==> src/rtl/tbn_pkg.sv <==
// shared constants and command type for the triangle tangent/binormal unit
`timescale 1ns / 1ps
package tbn_pkg;

    localparam int POS_W        = 32;
    localparam int UV_W         = 19;
    localparam int UV_FRAC_BITS = 16;
    localparam int TRI_W        = 24;

    localparam int DP_W   = POS_W + 1;         // position delta
    localparam int DU_W   = UV_W + 1;          // texcoord delta
    localparam int PROD_W = DP_W + DU_W;       // one product
    localparam int NUM_W  = PROD_W + 1;        // difference of two products
    localparam int DET_W  = 2 * DU_W + 1;      // uv determinant
    localparam int QB     = 34;                // quotient bits incl. rounding bit
    localparam int LO_W   = QB - UV_FRAC_BITS - 1;
    localparam int HI_W   = NUM_W - LO_W;
    localparam int REM_W  = DET_W + 1;

    localparam int NTERM     = 7;              // determinant plus six numerators
    localparam int LANES     = 6;
    localparam int MUL_STEPS = 2 * NTERM;
    localparam int STEP_W    = $clog2(MUL_STEPS);
    localparam int TERM_W    = $clog2(NTERM);
    localparam int CNT_W     = $clog2(QB + 1);

    localparam logic [1:0] SLOT_LAST = 2'd2;

    typedef struct packed {
        logic              load;
        logic [1:0]        slot;
        logic              mul_en;
        logic [STEP_W-1:0] mul_step;
        logic              div_start;
        logic              div_step;
        logic              out_load;
    } tbn_cmd_t;

endpackage

==> src/rtl/tbn_ctrl.sv <==
// sequencer: vertex slots, multiply pass, divide pass, result hand-off
`timescale 1ns / 1ps
module tbn_ctrl (
    input  logic             aclk,
    input  logic             aresetn,
    input  logic             s_valid,
    output logic             s_ready,
    output logic             m_valid,
    input  logic             m_ready,
    output tbn_pkg::tbn_cmd_t cmd
);
    import tbn_pkg::*;

    typedef enum logic [2:0] {
        ST_IDLE,
        ST_MUL,
        ST_DIV_INIT,
        ST_DIV,
        ST_OUT
    } state_t;

    state_t           state_reg;
    logic [1:0]       slot_reg;
    logic [CNT_W-1:0] cnt_reg;
    logic             m_valid_reg;
    logic             accept;
    logic             out_free;

    assign s_ready  = (state_reg == ST_IDLE);
    assign accept   = s_valid && s_ready;
    assign m_valid  = m_valid_reg;
    assign out_free = !m_valid_reg || m_ready;

    always_comb begin
        cmd           = '0;
        cmd.load      = accept;
        cmd.slot      = slot_reg;
        cmd.mul_en    = (state_reg == ST_MUL) && (cnt_reg < CNT_W'(MUL_STEPS));
        cmd.mul_step  = cnt_reg[STEP_W-1:0];
        cmd.div_start = (state_reg == ST_DIV_INIT);
        cmd.div_step  = (state_reg == ST_DIV);
        cmd.out_load  = (state_reg == ST_OUT) && out_free;
    end

    always_ff @(posedge aclk) begin
        if (!aresetn) begin
            state_reg   <= ST_IDLE;
            slot_reg    <= 2'd0;
            cnt_reg     <= '0;
            m_valid_reg <= 1'b0;
        end else begin
            if (cmd.out_load) begin
                m_valid_reg <= 1'b1;
            end else if (m_valid_reg && m_ready) begin
                m_valid_reg <= 1'b0;
            end
            case (state_reg)
                ST_IDLE: begin
                    if (accept) begin
                        if (slot_reg == SLOT_LAST) begin
                            slot_reg  <= 2'd0;
                            cnt_reg   <= '0;
                            state_reg <= ST_MUL;
                        end else begin
                            slot_reg <= slot_reg + 2'd1;
                        end
                    end
                end
                ST_MUL: begin
                    // the final count, past the last step, drains the product register
                    if (cnt_reg == CNT_W'(MUL_STEPS)) begin
                        state_reg <= ST_DIV_INIT;
                    end else begin
                        cnt_reg <= cnt_reg + 1'b1;
                    end
                end
                ST_DIV_INIT: begin
                    cnt_reg   <= '0;
                    state_reg <= ST_DIV;
                end
                ST_DIV: begin
                    if (cnt_reg == CNT_W'(QB - 1)) begin
                        state_reg <= ST_OUT;
                    end else begin
                        cnt_reg <= cnt_reg + 1'b1;
                    end
                end
                ST_OUT: begin
                    if (out_free) begin
                        state_reg <= ST_IDLE;
                    end
                end
                default: state_reg <= ST_IDLE;
            endcase
        end
    end

endmodule

==> config.mk <==
export PLATFORM = sky130hd
export DESIGN_NAME = tbn_ctrl
export DESIGN_NICKNAME = d
export VERILOG_FILES = /design/src/rtl/tbn_pkg.sv /design/src/rtl/tbn_ctrl.sv
export SDC_FILE = /design/constraint.sdc
export NUM_CORES = 1
export LEC_CHECK = 0
export ABC_AREA = 1
export BUFFER_PORTS_ARGS = -buffer_cell sky130_fd_sc_hd__buf_2
export CORE_MARGIN = 4
export CORE_UTILIZATION = 30
export DETAILED_ROUTE_END_ITERATION = 10
export PLACE_DENSITY = 0.6
export SLEW_MARGIN = 15
export SYNTH_ARGS = -nofsm -noshare
export SYNTH_HDL_FRONTEND = slang
export SYNTH_SLANG_ARGS = --single-unit
==> constraint.sdc <==
create_clock -name aclk -period 1.7 [get_ports aclk]
set_input_delay 0.17 -clock aclk [delete_from_list [all_inputs] [get_ports aclk]]
set_output_delay 0.17 -clock aclk [all_outputs]
set_load 0.02 [all_outputs]
==> results.py, run 1 <==
metrics = {
    "pwr": {
        "p_leak_nw": 0.455,
        "seqPwrFrac_pct": 45.3,
        "power_mw": 0.710,
        "p_comb_share_pct": 21.5,
        "p_clk_share_pct": 33.2,
        "peakVddDrop_mv": 0.329,
        "switching_power_mw": 0.228,
        "pwr_density_cell_nw_per_um2": 778,
        "switching_share_pct": 32.2,
        "p_int_mw": 0.481,
    },
    "clock_network": {
        "clkLatencyLatePin_ps": 270,
        "numClockSinks": 12,
        "cts.htree.levels": 1,
        "cts_tree": "yes",
        "clkTransAtPathRegs_ps": 80,
        "ctsLongestPathBuffers": 2,
        "cts_made_buffers": 3,
        "cts_root_buf": "clkbuf_4",
    },
    "synth": {
        "ys.flop_type": "dfxtp_1",
        "syn_area_um2": 802,
        "syn_inst": 124,
        "ys_ff_latch": 12,
        "synth_cell_types": 23,
        "synth-seq-area-share_pct": 30.0,
        "async_flop_share_pct": 0,
        "ys_warn_count": 0,
        "synth_edf_count": 0,
        "synth_nets": 131,
        "yosys.area.top_type": "dfxtp_1",
        "synth_top_cell_area_share_pct": 30.0,
        "yosys-top-cells-area": "dfxtp_1, nand2_1, nor2_1",
        "synth.avg_cell_area_um2": 6.47,
        "synthTopCellsByCount": "nand2_1, nor2_1, inv_1",
    },
    "setup_path": {
        "startpoint_type": "register",
        "slowest_stage": "dfxtp_1",
        "crit_buf_inv": 3,
        "cp_slowest_stage_delay_ps": 350,
        "path_cells": "inv_2 > nand2_4 > nor2_2 > inv_1 > nor3_1 > buf_2",
        "path_delay_family": "buffers and inverters",
        "endpoint_kind": "primary output",
        "cp_data_required_time_ps": 1530,
        "worst-setup-path-type": "register to primary output",
        "worstPathArrival_ps": 1370,
        "path_max_fanout": 6,
    },
    "floorplan": {
        "die-area_um2": 3560,
        "std_cell_rows": 18,
        "die_x_um": 59.7,
        "initial_core_util_pct": 31.8,
        "core_um2": 2520,
        "io_pins": 17,
        "fp.dieH_um": 59.7,
    },
    "finish": {
        "largest_register_ffs": 6,
        "drive_above_1_share_pct": 25.4,
        "utilization_pct": 36.2,
        "nNetsFinal": 146,
        "antenna_cells": 0,
        "synthToLayoutAreaGrowth_pct": 13.7,
    },
    "grt": {
        "grt_pass1_wl_um": 3060,
        "grt_pass1_vias": 759,
        "grt.total_usage_pct": 11.3,
        "grt-ovfl-total": 0,
        "grt_max_degree": 12,
        "antenna_found_initial": 0,
    },
    "sta": {
        "hold_violations": 0,
        "period_share_pct": 90.8,
        "finalSetupViolCount": 0,
        "fin_tns_setup_ps": 0,
        "max_freq_ghz": 0.648,
        "worstMarginPinSlew_ps": 286,
        "setup_slack_ps": 156,
        "slew_violations": 0,
        "finClkSkew_ps": 2.86,
        "rsz0062_at_grt": "false",
        "maxSlewHeadroom_pct": 80.8,
        "fin_crit_ps": 1540,
    },
    "flow_run": {
        "drv_cap": 0,
    },
    "route": {
        "postRouteAntennaNets": 0,
        "wl_per_cell_um": 10.8,
        "viasPerCell": 4.46,
        "drc": 0,
        "wl_um": 1810,
        "dr.pass1.iters": 4,
        "drt_iter0_drc": 52,
        "vias": 749,
    },
    "placed_design": {
        "routabilityCongestion": 0.775,
        "port_buffers": 16,
        "hpwl_um": 1410,
        "pre_cts_ws_ps": 153,
    },
    "status": {
        "outcome": "completed",
    },
    "worst_hold_path": {
        "min_path_type": "primary input to register",
    },
}
[per-stage QoR]
step / area [um2] / hold slack (ps) / std cells
final: 912 / 179 / 168
after detailed placement: 871 / 469 / 164
after global placement: 871 / 472 / 164
after CTS: 907 / 166 / 168
after floorplan: 802 / 290 / 124
after global routing: 912 / 175 / 168
[area by class of cell]
cell class / count / area [um2]
clock buffer: 4 / 36.3
timing repair buffer: 16 / 80.1
tap: 30 / 37.5
multi-input combinational: 86 / 440
inverter: 20 / 75.1
sequential: 12 / 243
fill: 289 / 1610
[what timing repair did]
| item | CTS | global route |
|---|---|---|
| gates resized for setup | 0 | 3 |
| endpoints found under the setup margin | 0 | 4 |
| setup buffers | 0 | 0 |
| hold buffers | 0 | 0 |
[worst min-delay path, stage by stage]
cell,delay [ps]
buf_2,140
nand2_1,70
nor2_1,30
[cells in the final DEF (no fill, tap or decap), drive strengths merged]
cell,instances
nor3,3
clkbuf,4
o211ai,1
ha,3
nand4,2
nand3,6
dfxtp,12
a21oi,7
o21ai,2
a211oi,2
inv,20
buf,16
nor2,29
nand2,30
nor4,1
[worst paths after layout]
kind	from	endpoint	slack, ps	cells after the start
worst max-delay path	state_reg[2]	cmd[7]	160	6
worst min-delay path	aresetn	cnt_reg[1]	180	3
worst max register to register	cnt_reg[0]	cnt_reg[0]	200	8
worst min register to register	slot_reg[1]	slot_reg[1]	520	2
[power by group through the flow]
| stage | Combinational (mW) | Sequential, mW | Clock [mW] |
|---|---|---|---|
| 6_report | 0.153 | 0.321 | 0.235 |
| 5_1_grt | 0.172 | 0.324 | 0.255 |
| 4_1_cts | 0.153 | 0.320 | 0.243 |
| 3_5_place_dp | 0.152 | 0.326 | 0 |
| 3_3_place_gp | 0.150 | 0.325 | 0 |
| 2_1_floorplan | 0.125 | 0.328 | 0 |
[routing by layer]
layer	vias to the layer above	part of all wire [%]	GRT usage [%]
met5	-	0	0
met4	0	0.61	6.96
met3	2	5.7	2.59
met2	16	44	16.7
met1	323	50	14.8
li1	408	-	-
[cell families after synthesis]
group / synth area share (%)
fa+ha+maj: 4.68
flops: 30.0
compound gates: 10.3
simple gates: 39.6
buf+inv: 15.4
Note: power is estimated with default switching activity, not from simulation.
==> run 2: changes to the inputs <==
--- a/config.mk
+++ b/config.mk
@@ -8,9 +8,9 @@
 export ABC_AREA = 1
 export BUFFER_PORTS_ARGS = -buffer_cell sky130_fd_sc_hd__buf_2
 export CORE_MARGIN = 4
-export CORE_UTILIZATION = 30
+export CORE_UTILIZATION = 52
 export DETAILED_ROUTE_END_ITERATION = 10
-export PLACE_DENSITY = 0.6
+export PLACE_DENSITY = 0.88
 export SLEW_MARGIN = 15
 export SYNTH_ARGS = -nofsm -noshare
 export SYNTH_HDL_FRONTEND = slang
==> results.py, run 2 (synthesized netlist as in run 1, its figures left out) <==
metrics = {
    "sta": {
        "worstMarginPinSlew_ps": 295,
        "fin_tns_setup_ps": 0,
        "finClkSkew_ps": 1.76,
        "fin_crit_ps": 1580,
        "maxSlewHeadroom_pct": 80.3,
        "hold_violations": 0,
        "period_share_pct": 92.9,
        "finalSetupViolCount": 0,
        "rsz0062_at_grt": "false",
        "max_freq_ghz": 0.633,
        "slew_violations": 0,
    },
    "clock_network": {
        "cts_root_buf": "clkbuf_4",
        "post_cts_buffers": 0,
        "clkTransAtPathRegs_ps": 80,
        "cts_made_buffers": 3,
        "post_cts_resize_count": 0,
        "cts.htree.levels": 1,
        "cts_tree": "yes",
        "ctsLongestPathBuffers": 2,
        "clkLatencyLatePin_ps": 280,
        "hold_buffers": 0,
        "numClockSinks": 12,
    },
    "setup_path": {
        "timing.rr.end": "cnt_reg[0]",
        "endpoint_kind": "primary output",
        "crit_start": "state_reg[0]",
        "rrSetupSlack_ps": 160,
        "crit_cells": 5,
        "path_delay_family": "flip-flops",
        "crit_buf_inv": 2,
        "worstPathArrival_ps": 1410,
        "cp_slowest_stage_delay_ps": 470,
        "slowest_stage": "dfxtp_1",
        "cp_data_required_time_ps": 1530,
        "startpoint_type": "register",
        "endpoint": "cmd[7]",
        "worst-setup-path-type": "register to primary output",
        "reg2regPathDepth": 8,
        "path_cells": "nand2_4 > nor2_2 > inv_1 > nor3_1 > buf_2",
        "path_max_fanout": 6,
        "reg2reg_from": "cnt_reg[0]",
    },
    "route": {
        "wl_um": 1790,
        "drc": 0,
        "viasPerCell": 5.22,
        "wl_per_cell_um": 11.7,
        "drt_iter0_drc": 42,
        "postRouteAntennaNets": 0,
        "vias": 799,
        "dr.pass1.iters": 4,
    },
    "floorplan": {
        "initial_core_util_pct": 58.0,
        "core_um2": 1380,
        "fp.dieH_um": 47.3,
        "io_pins": 17,
        "die-area_um2": 2230,
        "die_x_um": 47.3,
        "std_cell_rows": 13,
    },
    "grt": {
        "grt.total_usage_pct": 18.1,
        "grt_max_degree": 12,
        "antenna_found_initial": 0,
        "grt_pass1_wl_um": 2820,
        "grt_pass1_vias": 666,
        "grt-ovfl-total": 0,
    },
    "placed_design": {
        "placed_cells": 149,
        "hpwl_um": 1420,
        "port_buffers": 16,
        "routabilityCongestion": 0.896,
    },
    "finish": {
        "largest_register_ffs": 6,
        "n_fill_cell": 126,
        "finalNonFillerCells": 153,
        "final_common_cell": "nand2_1",
        "antenna_cells": 0,
        "utilization_pct": 64.4,
        "nNetsFinal": 146,
        "drive_above_1_share_pct": 23.9,
        "synthToLayoutAreaGrowth_pct": 11.1,
        "mostFrequentLayoutCells": "nand2_1, nor2_1, inv_1",
    },
    "status": {
        "outcome": "completed",
    },
    "pwr": {
        "p_leak_nw": 0.454,
        "peakVddDrop_mv": 0.492,
        "pwr_density_cell_nw_per_um2": 797,
    },
    "flow_run": {
        "drv_cap": 0,
    },
    "worst_hold_path": {
        "min_path_type": "primary input to register",
    },
}
==> run 2: changes by cell type in the layout (fill, tap and decap cells not counted) <==
cell,delta
dfxtp_2,-2
dfxtp_1,+2
==> run 2: final cells by class <==
type                            instances  area [um2]  area share, %
Multi-Input combinational cell         86         440           49.4
Sequential cell                        12         240           27.0
Timing Repair Buffer                   16        80.1           8.99
Inverter                               20        75.1           8.43
Clock buffer                            4        36.3           4.07
Tap cell                               15        18.8           2.11
==> run 2: worst min path at each step <==
stage | start | endpoint | slack [ps] | cells after the start
3_5_place_dp | aresetn | cnt_reg[3] | 470 | 3
2_1_floorplan | aresetn | cnt_reg[1] | 290 | 2
5_1_grt | aresetn | cnt_reg[0] | 180 | 3
6_report | aresetn | cnt_reg[5] | 170 | 3
4_1_cts | aresetn | cnt_reg[1] | 170 | 3
3_3_place_gp | aresetn | cnt_reg[4] | 470 | 3
==> run 2: power by group <==
| group | total [mW] | internal, mW | switching (mW) |
|---|---|---|---|
| Combinational | 0.153 | 0.0503 | 0.102 |
| Clock | 0.236 | 0.130 | 0.106 |
| Sequential | 0.321 | 0.300 | 0.0217 |
| Total | 0.710 | 0.480 | 0.230 |
==> run 2: layer usage <==
layer	track usage [%]	vias up	wire, um
li1	-	408	-
met1	21.7	357	731
met2	30.5	29	875
met3	3.45	5	146
met4	8.84	0	41
met5	0	-	0
==> run 2: metrics by stage <==
step           power (mW)  instance area (um2)  hold slack [ps]  setup WS, ps
4_1_cts             0.715                  888              168          74.1
3_3_place_gp        0.472                  852              470           234
2_1_floorplan       0.452                  802              290           297
3_5_place_dp        0.479                  852              474           201
5_1_grt             0.746                  891              185          1.02
6_report            0.710                  891              173           121
==> run 2: worst reg2reg max path: cells and delay by family, from the launching register on <==
kind | cells | cell delay [ps]
AOI/OAI and AO/OA | 1 | 190
adders and majority gates | 1 | 200
buffers and inverters | 1 | 120
DFF | 1 | 430
and+or+nand+nor | 5 | 500
